File: config.mk
export PLATFORM = sky130hd
export DESIGN_NAME = humidity_temp_sensor_i2c_sequencer_unit_flat
export DESIGN_NICKNAME = d
export VERILOG_FILES = /design/src/htseq_pkg.sv /design/src/htseq_in_if.sv /design/src/htseq_out_if.sv /design/src/htseq_conv.sv /design/src/humidity_temp_sensor_i2c_sequencer_unit.sv /design/src/flat_wrapper.sv
export SDC_FILE = /design/constraint.sdc
export NUM_CORES = 1
export LEC_CHECK = 0
export BUFFER_PORTS_ARGS = -buffer_cell sky130_fd_sc_hd__buf_2
export CAP_MARGIN = 25
export CORE_ASPECT_RATIO = 1.4
export CORE_MARGIN = 2
export CORE_UTILIZATION = 35
export CTS_BUF_LIST = sky130_fd_sc_hd__clkbuf_8
export CTS_CLUSTER_SIZE = 24
export DETAILED_ROUTE_END_ITERATION = 7
export HOLD_SLACK_MARGIN = 0.08
export PLACE_DENSITY = 0.55
export SLEW_MARGIN = 5
export SYNTH_ARGS = -nofsm -noshare
export SYNTH_HDL_FRONTEND = slang
export SYNTH_SLANG_ARGS = --single-unit
File: constraint.sdc
create_clock -name clk -period 17.35 [get_ports clk]
set_input_delay 5.205 -clock clk [delete_from_list [all_inputs] [get_ports clk]]
set_output_delay 5.205 -clock clk [all_outputs]
set_load 0.03 [all_outputs]
File: src/htseq_pkg.sv
// package: widths, codes, reset values and conversion constants of the sensor sequencer
`default_nettype none
package htseq_pkg;

	localparam int unsigned CMD_W      = 2;
	localparam int unsigned ACT_W      = 4;
	localparam int unsigned PH_W       = 3;
	localparam int unsigned BYTE_W     = 8;
	localparam int unsigned ADDR_W     = 7;
	localparam int unsigned TEMP_W     = 12;
	localparam int unsigned RH_W       = 7;
	localparam int unsigned CFG_IDX_W  = 2;
	localparam int unsigned CFG_DATA_W = 8;
	localparam int unsigned RAW_W      = 2 * BYTE_W;
	localparam int unsigned TSCL_W     = 15;
	localparam int unsigned TMAG_W     = 14;
	localparam int unsigned TQ_W       = 11;
	localparam int unsigned DIV10_W    = 16;
	localparam int unsigned DIV10_SH   = 19;

	localparam logic [CMD_W-1:0] CMD_REQUEST = 2'd0;
	localparam logic [CMD_W-1:0] CMD_EVENT   = 2'd1;
	localparam logic [CMD_W-1:0] CMD_TIMEOUT = 2'd2;

	localparam logic [ACT_W-1:0] ACT_NONE       = 4'd0;
	localparam logic [ACT_W-1:0] ACT_START      = 4'd1;
	localparam logic [ACT_W-1:0] ACT_START_ACK  = 4'd2;
	localparam logic [ACT_W-1:0] ACT_SEND       = 4'd3;
	localparam logic [ACT_W-1:0] ACT_RX_EN      = 4'd4;
	localparam logic [ACT_W-1:0] ACT_NACK_STOP  = 4'd5;
	localparam logic [ACT_W-1:0] ACT_STOP_SCHED = 4'd6;
	localparam logic [ACT_W-1:0] ACT_DONE       = 4'd7;
	localparam logic [ACT_W-1:0] ACT_ABORT      = 4'd8;

	localparam logic [PH_W-1:0] PH_IDLE   = 3'd0;
	localparam logic [PH_W-1:0] PH_GET_T  = 3'd1;
	localparam logic [PH_W-1:0] PH_GET_H  = 3'd2;
	localparam logic [PH_W-1:0] PH_READ_T = 3'd3;
	localparam logic [PH_W-1:0] PH_READ_H = 3'd4;

	localparam logic [CFG_IDX_W-1:0] CFG_ENABLED   = 2'd0;
	localparam logic [CFG_IDX_W-1:0] CFG_DEV_ADDR  = 2'd1;
	localparam logic [CFG_IDX_W-1:0] CFG_TEMP_CMD  = 2'd2;
	localparam logic [CFG_IDX_W-1:0] CFG_RH_CMD    = 2'd3;

	localparam logic [ADDR_W-1:0] DEV_ADDR_RST = 7'd64;
	localparam logic [BYTE_W-1:0] TEMP_CMD_RST = 8'd243;
	localparam logic [BYTE_W-1:0] RH_CMD_RST   = 8'd245;

	localparam logic [BYTE_W-1:0]  STATUS_MASK = 8'hFC;
	localparam logic [TSCL_W-1:0]  TEMP_SCALE  = 15'd17572;
	localparam logic [15:0]        TEMP_OFFSET = 16'd4685;
	localparam logic [RH_W-1:0]    RH_SCALE    = 7'd125;
	localparam logic [RH_W-1:0]    RH_OFFSET   = 7'd6;
	localparam logic [RH_W-1:0]    RH_MAX      = 7'd100;
	localparam logic [DIV10_W-1:0] DIV10_RECIP = 16'd52429;

	typedef struct packed {
		logic              temp_done;
		logic              rh_done;
		logic [TSCL_W-1:0] temp_scaled;
		logic [RH_W-1:0]   rh_scaled;
	} conv_in_t;

endpackage
`default_nettype wire

File: src/htseq_in_if.sv
// interface: request and bus event channel
`default_nettype none
interface htseq_in_if import htseq_pkg::*; ();
	logic              valid;
	logic              ready;
	logic [CMD_W-1:0]  cmd;
	logic              humidity;
	logic              start_sent;
	logic              address_acked;
	logic              transfer_finished;
	logic              byte_received;
	logic [BYTE_W-1:0] rx_byte;

	modport source (output valid, cmd, humidity, start_sent, address_acked,
		transfer_finished, byte_received, rx_byte, input ready);
	modport sink (input valid, cmd, humidity, start_sent, address_acked,
		transfer_finished, byte_received, rx_byte, output ready);
endinterface
`default_nettype wire

File: src/htseq_out_if.sv
// interface: bus action and measurement result channel
`default_nettype none
interface htseq_out_if import htseq_pkg::*; ();
	logic                     valid;
	logic                     ready;
	logic [ACT_W-1:0]         action;
	logic [BYTE_W-1:0]        tx_byte;
	logic                     arm_timeout;
	logic                     is_humidity;
	logic                     result_valid;
	logic signed [TEMP_W-1:0] temp_tenths;
	logic [RH_W-1:0]          rh_percent;

	modport source (output valid, action, tx_byte, arm_timeout, is_humidity,
		result_valid, temp_tenths, rh_percent, input ready);
	modport sink (input valid, action, tx_byte, arm_timeout, is_humidity,
		result_valid, temp_tenths, rh_percent, output ready);
endinterface
`default_nettype wire

File: src/htseq_conv.sv
// module: scaled raw words to tenths of a degree and clamped percent humidity
`default_nettype none
module htseq_conv import htseq_pkg::*; (
	input  conv_in_t                 conv_in,
	output logic signed [TEMP_W-1:0] temp_tenths,
	output logic [RH_W-1:0]          rh_percent
);

	logic [15:0]               t_off;
	logic                      t_neg;
	logic [TMAG_W-1:0]         t_mag;
	logic [TMAG_W+DIV10_W-1:0] q_prod;
	logic [TQ_W-1:0]           t_q;
	logic [TEMP_W-1:0]         t_abs;
	logic [RH_W-1:0]           rh_diff;

	// offset removal, then truncating divide by ten on the magnitude
	assign t_off  = {1'b0, conv_in.temp_scaled} - TEMP_OFFSET;
	assign t_neg  = t_off[15];
	assign t_mag  = t_neg ? TMAG_W'(16'd0 - t_off) : t_off[TMAG_W-1:0];
	assign q_prod = {{DIV10_W{1'b0}}, t_mag} * {{TMAG_W{1'b0}}, DIV10_RECIP};
	assign t_q    = q_prod[DIV10_SH+TQ_W-1:DIV10_SH];
	assign t_abs  = {1'b0, t_q};

	assign rh_diff = conv_in.rh_scaled - RH_OFFSET;

	always_comb begin
		temp_tenths = '0;
		rh_percent  = '0;
		if (conv_in.temp_done) begin
			temp_tenths = t_neg ? $signed(TEMP_W'(0) - t_abs) : $signed(t_abs);
		end
		if (conv_in.rh_done) begin
			if (conv_in.rh_scaled < RH_OFFSET) begin
				rh_percent = '0;
			end else if (rh_diff > RH_MAX) begin
				rh_percent = RH_MAX;
			end else begin
				rh_percent = rh_diff;
			end
		end
	end

endmodule
`default_nettype wire

File: src/humidity_temp_sensor_i2c_sequencer_unit.sv
// top level: i2c measurement sequencer for a humidity and temperature sensor
`default_nettype none
// Each accepted item (request, bus event or timeout) gives exactly one result item
// carrying the next bus action. The block is a three-register pipeline: input
// register, a stage holding the decided action and the scaled sensor word, and the
// output register; the sequencing state is updated in the first stage, so a new
// item is accepted every cycle while the output is not stalled, and its result
// passes through the action stage to the output register. The raw-to-unit multiply
// sits in the first stage and the divide by ten and humidity clamp in the second.
// Configuration writes take effect at the next edge and are meant for idle periods;
// writing the enable register sends both measurements back to their command phase.
module humidity_temp_sensor_i2c_sequencer_unit import htseq_pkg::*; (
	input  logic                  clk,
	input  logic                  arst_n,
	htseq_in_if.sink              req,
	htseq_out_if.source           rsp,
	input  logic                  cfg_we,
	input  logic [CFG_IDX_W-1:0]  cfg_index,
	input  logic [CFG_DATA_W-1:0] cfg_wdata
);

	logic adv;

	logic              valid_s1;
	logic [CMD_W-1:0]  cmd_s1;
	logic              hum_s1;
	logic              sb_s1;
	logic              ad_s1;
	logic              btf_s1;
	logic              rxne_s1;
	logic [BYTE_W-1:0] rx_s1;

	logic              enabled_q;
	logic [ADDR_W-1:0] dev_addr_q;
	logic [BYTE_W-1:0] temp_cmd_q;
	logic [BYTE_W-1:0] rh_cmd_q;

	logic [PH_W-1:0]   phase_q;
	logic              t_read_q;
	logic              h_read_q;
	logic              taken_q;
	logic [BYTE_W-1:0] high_q;

	logic [ACT_W-1:0]  act_c;
	logic [BYTE_W-1:0] tx_c;
	logic              arm_c;
	logic              ish_c;
	logic              done_c;
	logic              conv_t_c;
	logic              conv_h_c;
	logic [PH_W-1:0]   phase_d;
	logic              t_read_d;
	logic              h_read_d;
	logic              taken_d;
	logic              load_high;
	logic              ph_hum;

	logic [RAW_W-1:0]        raw;
	logic [RAW_W+TSCL_W-1:0] t_prod;
	logic [RAW_W+RH_W-1:0]   h_prod;

	logic              valid_s2;
	logic [ACT_W-1:0]  act_s2;
	logic [BYTE_W-1:0] tx_s2;
	logic              arm_s2;
	logic              ish_s2;
	logic              done_s2;
	conv_in_t          conv_s2;

	logic signed [TEMP_W-1:0] temp_c;
	logic [RH_W-1:0]          rh_c;

	logic                     out_valid_q;
	logic [ACT_W-1:0]         act_q;
	logic [BYTE_W-1:0]        tx_q;
	logic                     arm_q;
	logic                     ish_q;
	logic                     done_q;
	logic signed [TEMP_W-1:0] temp_q;
	logic [RH_W-1:0]          rh_q;

	assign adv       = !out_valid_q || rsp.ready;
	assign req.ready = adv;

	// input register
	always_ff @(posedge clk or negedge arst_n) begin
		if (!arst_n) begin
			valid_s1 <= 1'b0;
		end else if (adv) begin
			valid_s1 <= req.valid;
		end
	end

	always_ff @(posedge clk) begin
		if (adv) begin
			cmd_s1  <= req.cmd;
			hum_s1  <= req.humidity;
			sb_s1   <= req.start_sent;
			ad_s1   <= req.address_acked;
			btf_s1  <= req.transfer_finished;
			rxne_s1 <= req.byte_received;
			rx_s1   <= req.rx_byte;
		end
	end

	assign ph_hum = (phase_q == PH_GET_H) || (phase_q == PH_READ_H);

	// sequencing decision for the item in the input register
	always_comb begin
		act_c     = ACT_NONE;
		tx_c      = '0;
		arm_c     = 1'b0;
		ish_c     = 1'b0;
		done_c    = 1'b0;
		conv_t_c  = 1'b0;
		conv_h_c  = 1'b0;
		phase_d   = phase_q;
		t_read_d  = t_read_q;
		h_read_d  = h_read_q;
		taken_d   = taken_q;
		load_high = 1'b0;
		case (cmd_s1)
			CMD_REQUEST: begin
				if (enabled_q) begin
					ish_c = hum_s1;
					arm_c = 1'b1;
					if (hum_s1 ? h_read_q : t_read_q) begin
						taken_d = 1'b0;
						phase_d = hum_s1 ? PH_READ_H : PH_READ_T;
						act_c   = ACT_START_ACK;
					end else begin
						phase_d = hum_s1 ? PH_GET_H : PH_GET_T;
						act_c   = ACT_START;
					end
				end
			end
			CMD_EVENT: begin
				case (phase_q)
					PH_GET_T, PH_GET_H: begin
						if (sb_s1) begin
							act_c = ACT_SEND;
							tx_c  = {dev_addr_q, 1'b0};
							ish_c = ph_hum;
						end else if (ad_s1) begin
							act_c = ACT_SEND;
							tx_c  = ph_hum ? rh_cmd_q : temp_cmd_q;
							ish_c = ph_hum;
						end else if (btf_s1) begin
							act_c   = ACT_STOP_SCHED;
							ish_c   = ph_hum;
							phase_d = PH_IDLE;
							if (ph_hum) begin
								h_read_d = 1'b1;
							end else begin
								t_read_d = 1'b1;
							end
						end
					end
					PH_READ_T, PH_READ_H: begin
						if (sb_s1) begin
							act_c = ACT_SEND;
							tx_c  = {dev_addr_q, 1'b1};
							ish_c = ph_hum;
						end else if (ad_s1) begin
							act_c = ACT_RX_EN;
							ish_c = ph_hum;
						end else if (rxne_s1) begin
							ish_c = ph_hum;
							if (!taken_q) begin
								load_high = 1'b1;
								taken_d   = 1'b1;
								act_c     = ACT_NACK_STOP;
							end else begin
								act_c   = ACT_DONE;
								done_c  = 1'b1;
								phase_d = PH_IDLE;
								if (ph_hum) begin
									conv_h_c = 1'b1;
									h_read_d = 1'b0;
								end else begin
									conv_t_c = 1'b1;
									t_read_d = 1'b0;
								end
							end
						end
					end
					default: begin
					end
				endcase
			end
			CMD_TIMEOUT: begin
				act_c   = ACT_ABORT;
				ish_c   = hum_s1;
				phase_d = PH_IDLE;
				if (hum_s1) begin
					h_read_d = 1'b0;
				end else begin
					t_read_d = 1'b0;
				end
			end
			default: begin
			end
		endcase
	end

	// raw word with the status bits cleared, scaled by the sensor constants
	assign raw    = {high_q, rx_s1 & STATUS_MASK};
	assign t_prod = {{TSCL_W{1'b0}}, raw} * {{RAW_W{1'b0}}, TEMP_SCALE};
	assign h_prod = {{RH_W{1'b0}}, raw} * {{RAW_W{1'b0}}, RH_SCALE};

	// sequencing state and configuration
	always_ff @(posedge clk or negedge arst_n) begin
		if (!arst_n) begin
			phase_q    <= PH_IDLE;
			t_read_q   <= 1'b0;
			h_read_q   <= 1'b0;
			taken_q    <= 1'b0;
			enabled_q  <= 1'b0;
			dev_addr_q <= DEV_ADDR_RST;
			temp_cmd_q <= TEMP_CMD_RST;
			rh_cmd_q   <= RH_CMD_RST;
		end else begin
			if (adv && valid_s1) begin
				phase_q <= phase_d;
				taken_q <= taken_d;
			end
			if (cfg_we && cfg_index == CFG_ENABLED) begin
				t_read_q <= 1'b0;
				h_read_q <= 1'b0;
			end else if (adv && valid_s1) begin
				t_read_q <= t_read_d;
				h_read_q <= h_read_d;
			end
			if (cfg_we) begin
				case (cfg_index)
					CFG_ENABLED:  enabled_q  <= cfg_wdata[0];
					CFG_DEV_ADDR: dev_addr_q <= cfg_wdata[ADDR_W-1:0];
					CFG_TEMP_CMD: temp_cmd_q <= cfg_wdata[BYTE_W-1:0];
					CFG_RH_CMD:   rh_cmd_q   <= cfg_wdata[BYTE_W-1:0];
					default: begin
					end
				endcase
			end
		end
	end

	always_ff @(posedge clk) begin
		if (adv && valid_s1 && load_high) begin
			high_q <= rx_s1;
		end
	end

	// action stage
	always_ff @(posedge clk or negedge arst_n) begin
		if (!arst_n) begin
			valid_s2 <= 1'b0;
		end else if (adv) begin
			valid_s2 <= valid_s1;
		end
	end

	always_ff @(posedge clk) begin
		if (adv) begin
			act_s2              <= act_c;
			tx_s2               <= tx_c;
			arm_s2              <= arm_c;
			ish_s2              <= ish_c;
			done_s2             <= done_c;
			conv_s2.temp_done   <= conv_t_c;
			conv_s2.rh_done     <= conv_h_c;
			conv_s2.temp_scaled <= t_prod[RAW_W+TSCL_W-1:RAW_W];
			conv_s2.rh_scaled   <= h_prod[RAW_W+RH_W-1:RAW_W];
		end
	end

	htseq_conv u_conv (
		.conv_in     (conv_s2),
		.temp_tenths (temp_c),
		.rh_percent  (rh_c)
	);

	// output register
	always_ff @(posedge clk or negedge arst_n) begin
		if (!arst_n) begin
			out_valid_q <= 1'b0;
		end else if (adv) begin
			out_valid_q <= valid_s2;
		end
	end

	always_ff @(posedge clk) begin
		if (adv) begin
			act_q  <= act_s2;
			tx_q   <= tx_s2;
			arm_q  <= arm_s2;
			ish_q  <= ish_s2;
			done_q <= done_s2;
			temp_q <= temp_c;
			rh_q   <= rh_c;
		end
	end

	assign rsp.valid        = out_valid_q;
	assign rsp.action       = act_q;
	assign rsp.tx_byte      = tx_q;
	assign rsp.arm_timeout  = arm_q;
	assign rsp.is_humidity  = ish_q;
	assign rsp.result_valid = done_q;
	assign rsp.temp_tenths  = temp_q;
	assign rsp.rh_percent   = rh_q;

`ifndef SYNTHESIS
	a_valid_with_done: assert property (@(posedge clk) disable iff (!arst_n)
		out_valid_q && done_q |-> act_q == ACT_DONE)
		else $error("result_valid without done action");

	a_arm_with_start: assert property (@(posedge clk) disable iff (!arst_n)
		out_valid_q && arm_q |-> act_q == ACT_START || act_q == ACT_START_ACK)
		else $error("timeout armed without a start action");

	a_done_to_idle: assert property (@(posedge clk) disable iff (!arst_n)
		adv && valid_s1 && done_c |=> phase_q == PH_IDLE)
		else $error("bus phase not idle after done");

	a_stall_holds_phase: assert property (@(posedge clk) disable iff (!arst_n)
		!adv |=> $stable(phase_q))
		else $error("bus phase changed while stalled");

	a_tx_only_on_send: assert property (@(posedge clk) disable iff (!arst_n)
		out_valid_q && act_q != ACT_SEND |-> tx_q == '0)
		else $error("tx byte set without send action");
`endif

endmodule
`default_nettype wire

File: src/flat_wrapper.sv
// flat-port wrapper written by rule: the top's interface ports become plain ports
module humidity_temp_sensor_i2c_sequencer_unit_flat import htseq_pkg::*;
  (clk, arst_n, cfg_we, cfg_index, cfg_wdata, req_valid, req_cmd, req_humidity, req_start_sent, req_address_acked, req_transfer_finished, req_byte_received, req_rx_byte, req_ready, rsp_valid, rsp_action, rsp_tx_byte, rsp_arm_timeout, rsp_is_humidity, rsp_result_valid, rsp_temp_tenths, rsp_rh_percent, rsp_ready);
  htseq_in_if req_i ();
  htseq_out_if rsp_i ();
  input  logic clk;
  input  logic arst_n;
  input  logic cfg_we;
  input  logic [CFG_IDX_W-1:0] cfg_index;
  input  logic [CFG_DATA_W-1:0] cfg_wdata;
  input wire logic [$bits(req_i.valid)-1:0] req_valid;
  input wire logic [$bits(req_i.cmd)-1:0] req_cmd;
  input wire logic [$bits(req_i.humidity)-1:0] req_humidity;
  input wire logic [$bits(req_i.start_sent)-1:0] req_start_sent;
  input wire logic [$bits(req_i.address_acked)-1:0] req_address_acked;
  input wire logic [$bits(req_i.transfer_finished)-1:0] req_transfer_finished;
  input wire logic [$bits(req_i.byte_received)-1:0] req_byte_received;
  input wire logic [$bits(req_i.rx_byte)-1:0] req_rx_byte;
  output wire logic [$bits(req_i.ready)-1:0] req_ready;
  output wire logic [$bits(rsp_i.valid)-1:0] rsp_valid;
  output wire logic [$bits(rsp_i.action)-1:0] rsp_action;
  output wire logic [$bits(rsp_i.tx_byte)-1:0] rsp_tx_byte;
  output wire logic [$bits(rsp_i.arm_timeout)-1:0] rsp_arm_timeout;
  output wire logic [$bits(rsp_i.is_humidity)-1:0] rsp_is_humidity;
  output wire logic [$bits(rsp_i.result_valid)-1:0] rsp_result_valid;
  output wire logic [$bits(rsp_i.temp_tenths)-1:0] rsp_temp_tenths;
  output wire logic [$bits(rsp_i.rh_percent)-1:0] rsp_rh_percent;
  input wire logic [$bits(rsp_i.ready)-1:0] rsp_ready;
  assign req_i.valid = req_valid;
  assign req_i.cmd = req_cmd;
  assign req_i.humidity = req_humidity;
  assign req_i.start_sent = req_start_sent;
  assign req_i.address_acked = req_address_acked;
  assign req_i.transfer_finished = req_transfer_finished;
  assign req_i.byte_received = req_byte_received;
  assign req_i.rx_byte = req_rx_byte;
  assign req_ready = req_i.ready;
  assign rsp_valid = rsp_i.valid;
  assign rsp_action = rsp_i.action;
  assign rsp_tx_byte = rsp_i.tx_byte;
  assign rsp_arm_timeout = rsp_i.arm_timeout;
  assign rsp_is_humidity = rsp_i.is_humidity;
  assign rsp_result_valid = rsp_i.result_valid;
  assign rsp_temp_tenths = rsp_i.temp_tenths;
  assign rsp_rh_percent = rsp_i.rh_percent;
  assign rsp_i.ready = rsp_ready;
  humidity_temp_sensor_i2c_sequencer_unit u_core (.clk(clk), .arst_n(arst_n), .req(req_i), .rsp(rsp_i), .cfg_we(cfg_we), .cfg_index(cfg_index), .cfg_wdata(cfg_wdata));
endmodule
==> impl_results.md <==
* Status: completed
* Slowest stage cell, crit path: nand2b_4
* Fin worst setup slack at 6.32 ns
* Post-CTS Hold Buffers at 0
* Residual DRC count at 0
* PortBufs at 65
* Startpoint types: input port
* Worst setup path start: rsp_ready
* Netlist cell types at 84
* Final WL at between 20 and 30 mm
* Vias per std cell at about 4.9
* FF-to-FF path depth at 31
* Post-DRT Antenna Nets at 0
* CP delay by family, top: buffers and inverters
* Max clock buf depth at 2
* Synth Register Bits at 129
* Initial drt markers at 292
* Hold Vio Cnt, Final at 0
* Syn_nets at between 1500 and 2000
* Core area at 37600 um^2
* Part of the Yosys area used for sequential elements at between 20 and 30%
* Setup crit end: req_ready
* R2R Setup Slk at 8.26 ns
* # IOs at 66
* RD Place Congestion at approximately 0.84
* Area share of the largest cell type after synthesis at between 20% and 30%
* First-pass GRT wire length at 46.5 mm
* Synth Instances at 1208
* TNS Setup at 0 ns
* Most common cell in the netlist: ha_1
* Hold Path Class: register to register
* Total GRT Usage at 14.6%
* CTS Sinks at 129
* Reg-to-reg startpoint: u_core.conv_s2[7]
* Worst slew pin tran at 0.910 ns
* Initial antenna violation count at 0
* Critical path buffers and inverters at 2
* Vert. Die Dim at 235 um
* RSZ-0062 raised after global routing: no
* Vias in the first global route at roughly 9400
* Gr ovfl total at 0
* Max FO, Critical Path at 22
* CP required at 12.14 ns
* Top_reg_cell synth: edfxtp_1
* Post-CTS sizing at 0
* Root Driver: clkbuf_8
* Largest net degree at the start of global routing at 74
* Synth warn at 0
* Highest clock rate at 90.6 MHz
* Setup Fix Bufs, Post-CTS at 0
* Capture point of the worst reg-to-reg path: u_core.rsp.temp_tenths[10]
* Most used cell, CP: buf_2
* Fin crit share at between 60% and 70%
* N_diodes at 0
* Max-slew violation count at 0
* Clk_skew at about 0.016 ns
* Crit. path cell count at 3
* Crit path largest cell delay at 0.28 ns
* Post-synth EDFFs at 96
* DR vias at 8761
* Multi-input logic area at 8870 um^2
* Syn Area/Cell at 11.1 um^2
* CTS Buf Count at 17
* DRT Pass-1 Iters at 6
* Hold Slack at 0.428 ns
* Routed wire per std cell at roughly 15 um
* CTS clk-pin slew, worst paths at about 0.09 ns
* Die X at 169 um
* TritonCTS clock tree: built
* Initial Utilization at 35.6%
* Max-Cap Viols at 0
* Kind of critical path: input port to output pin
* Fillers at 3708
* Critical path cell sequence: buf_2 -> nand2b_4 -> buf_2
* Storage element area at ~3700 um^2
* Synth Cell Area at 13400 um^2
* Endpoints failing setup at 0
* Die area at around 40000 um^2
* Final nets at 1673
* Floorplan row count at 84
* Post-synthesis async set-or-reset flop share at between 20% and 30%
* DP HPWL at roughly 23 mm
* Area grow syn2layout at 9.54%
* H-tree depth at 4
* Setup crit end kind: output pin
* Final min period at 11.03 ns
* Share of layout cells above drive strength 1 at 13.0%
* Critical Path AT at 5.83 ns
* Main area contributors after synthesis: ha_1, edfxtp_1, fa_1
* Commonest cells post-synth: ha_1, inv_1, fa_1, edfxtp_1, nor2_1
* Place WS at 6.29 ns
* Cell taking the most area after synthesis: ha_1
* Clk_lat worst skew at between 0.4 and 0.5 ns
* Slew HR at 39.3%
-- cells by family (layout without fill, tap and decap cells) --
| group | after synthesis | after routing | share of synthesized area (%) |
|---|---|---|---|
| XOR/XNOR | 69 | 69 | 4.57 |
| AND/OR/NAND/NOR | 218 | 218 | 8.41 |
| multiplexers | 40 | 40 | 3.22 |
| AO/OA/AOI/OAI | 186 | 186 | 9.78 |
| adder cells (fa/ha/maj) | 357 | 357 | 40.2 |
| buffers and inverters | 209 | 300 | 6.01 |
| flip-flops | 129 | 129 | 27.8 |
-- per-stage QoR --
| step | util, % | instance area, um^2 | std cells |
|---|---|---|---|
| after floorplan | - | 13400 | 1208 |
| after global placement | 38.0 | 14300 | 1740 |
| after detailed placement | 38.0 | 14300 | 1740 |
| after CTS | 39.0 | 14700 | 1772 |
| after global routing | 39.0 | 14700 | 1772 |
| final | 39.0 | 14700 | 1772 |
-- worst min path at each step --
stage	from	endpoint	slack (ns)	depth (start not counted)
2_1_floorplan	u_core.rx_s1[0]	u_core.high_q[0]	0.40	0
3_3_place_gp	u_core.tx_s2[5]	u_core.rsp.tx_byte[5]	0.40	0
3_5_place_dp	u_core.tx_s2[4]	u_core.rsp.tx_byte[4]	0.40	0
4_1_cts	u_core.act_s2[0]	u_core.rsp.action[0]	0.43	0
5_1_grt	u_core.act_s2[3]	u_core.rsp.action[3]	0.44	0
6_report	u_core.rx_s1[0]	u_core.high_q[0]	0.43	0
-- cell usage in the layout, fill, tap and decap left out, types with 9 or more instances in the layout --
cell type / n
o21a_1: 13
and3_1: 9
nor3_1: 16
dfstp_2: 13
nor2_1: 66
nand3_1: 12
dfrtp_1: 20
nand2b_1: 10
nand2_1: 38
inv_1: 196
xor2_1: 31
fa_1: 122
a21o_1: 14
xnor2_1: 37
buf_2: 65
a21oi_1: 37
and2_1: 9
mux2_2: 25
edfxtp_1: 96
clkbuf_8: 17
mux2i_1: 15
o21ai_0: 42
ha_1: 235
-- registers in the layout, indices dropped and copies added (netlist names), 2 cells and up --
name and cells:
u_core.rsp.temp_tenths 12, u_core.act_s2 4, u_core.rsp.tx_byte 8, u_core.temp_cmd_q 8, u_core.rh_cmd_q 8, u_core.tx_s2 8
u_core.dev_addr_q 7, u_core.conv_s2 24, u_core.high_q 8, u_core.rx_s1 8, u_core.cmd_s1 2, u_core.phase_q 3
u_core.rsp.action 4, u_core.rsp.rh_percent 7
-- per-layer routing --
layer	global-route usage [%]	up-vias	wire (um)
met4	4.07	0	414
li1	-	4339	-
met2	27.5	99	14800
met1	17.1	4306	11400
met3	1.75	17	572
met5	0	-	0
-- final cells by class --
cell class,count,share of cell area (%)
flip-flops and latches,129,25.4
well taps,473,4.03
multi-input cells,870,60.5
inverters,197,5.04
clock inverters,15,0.947
repair buffers,71,2.52
clock buffers,17,1.60
Power is not shown: default switching activity piles up to over one toggle a cycle in this logic, so the estimate is an artifact.
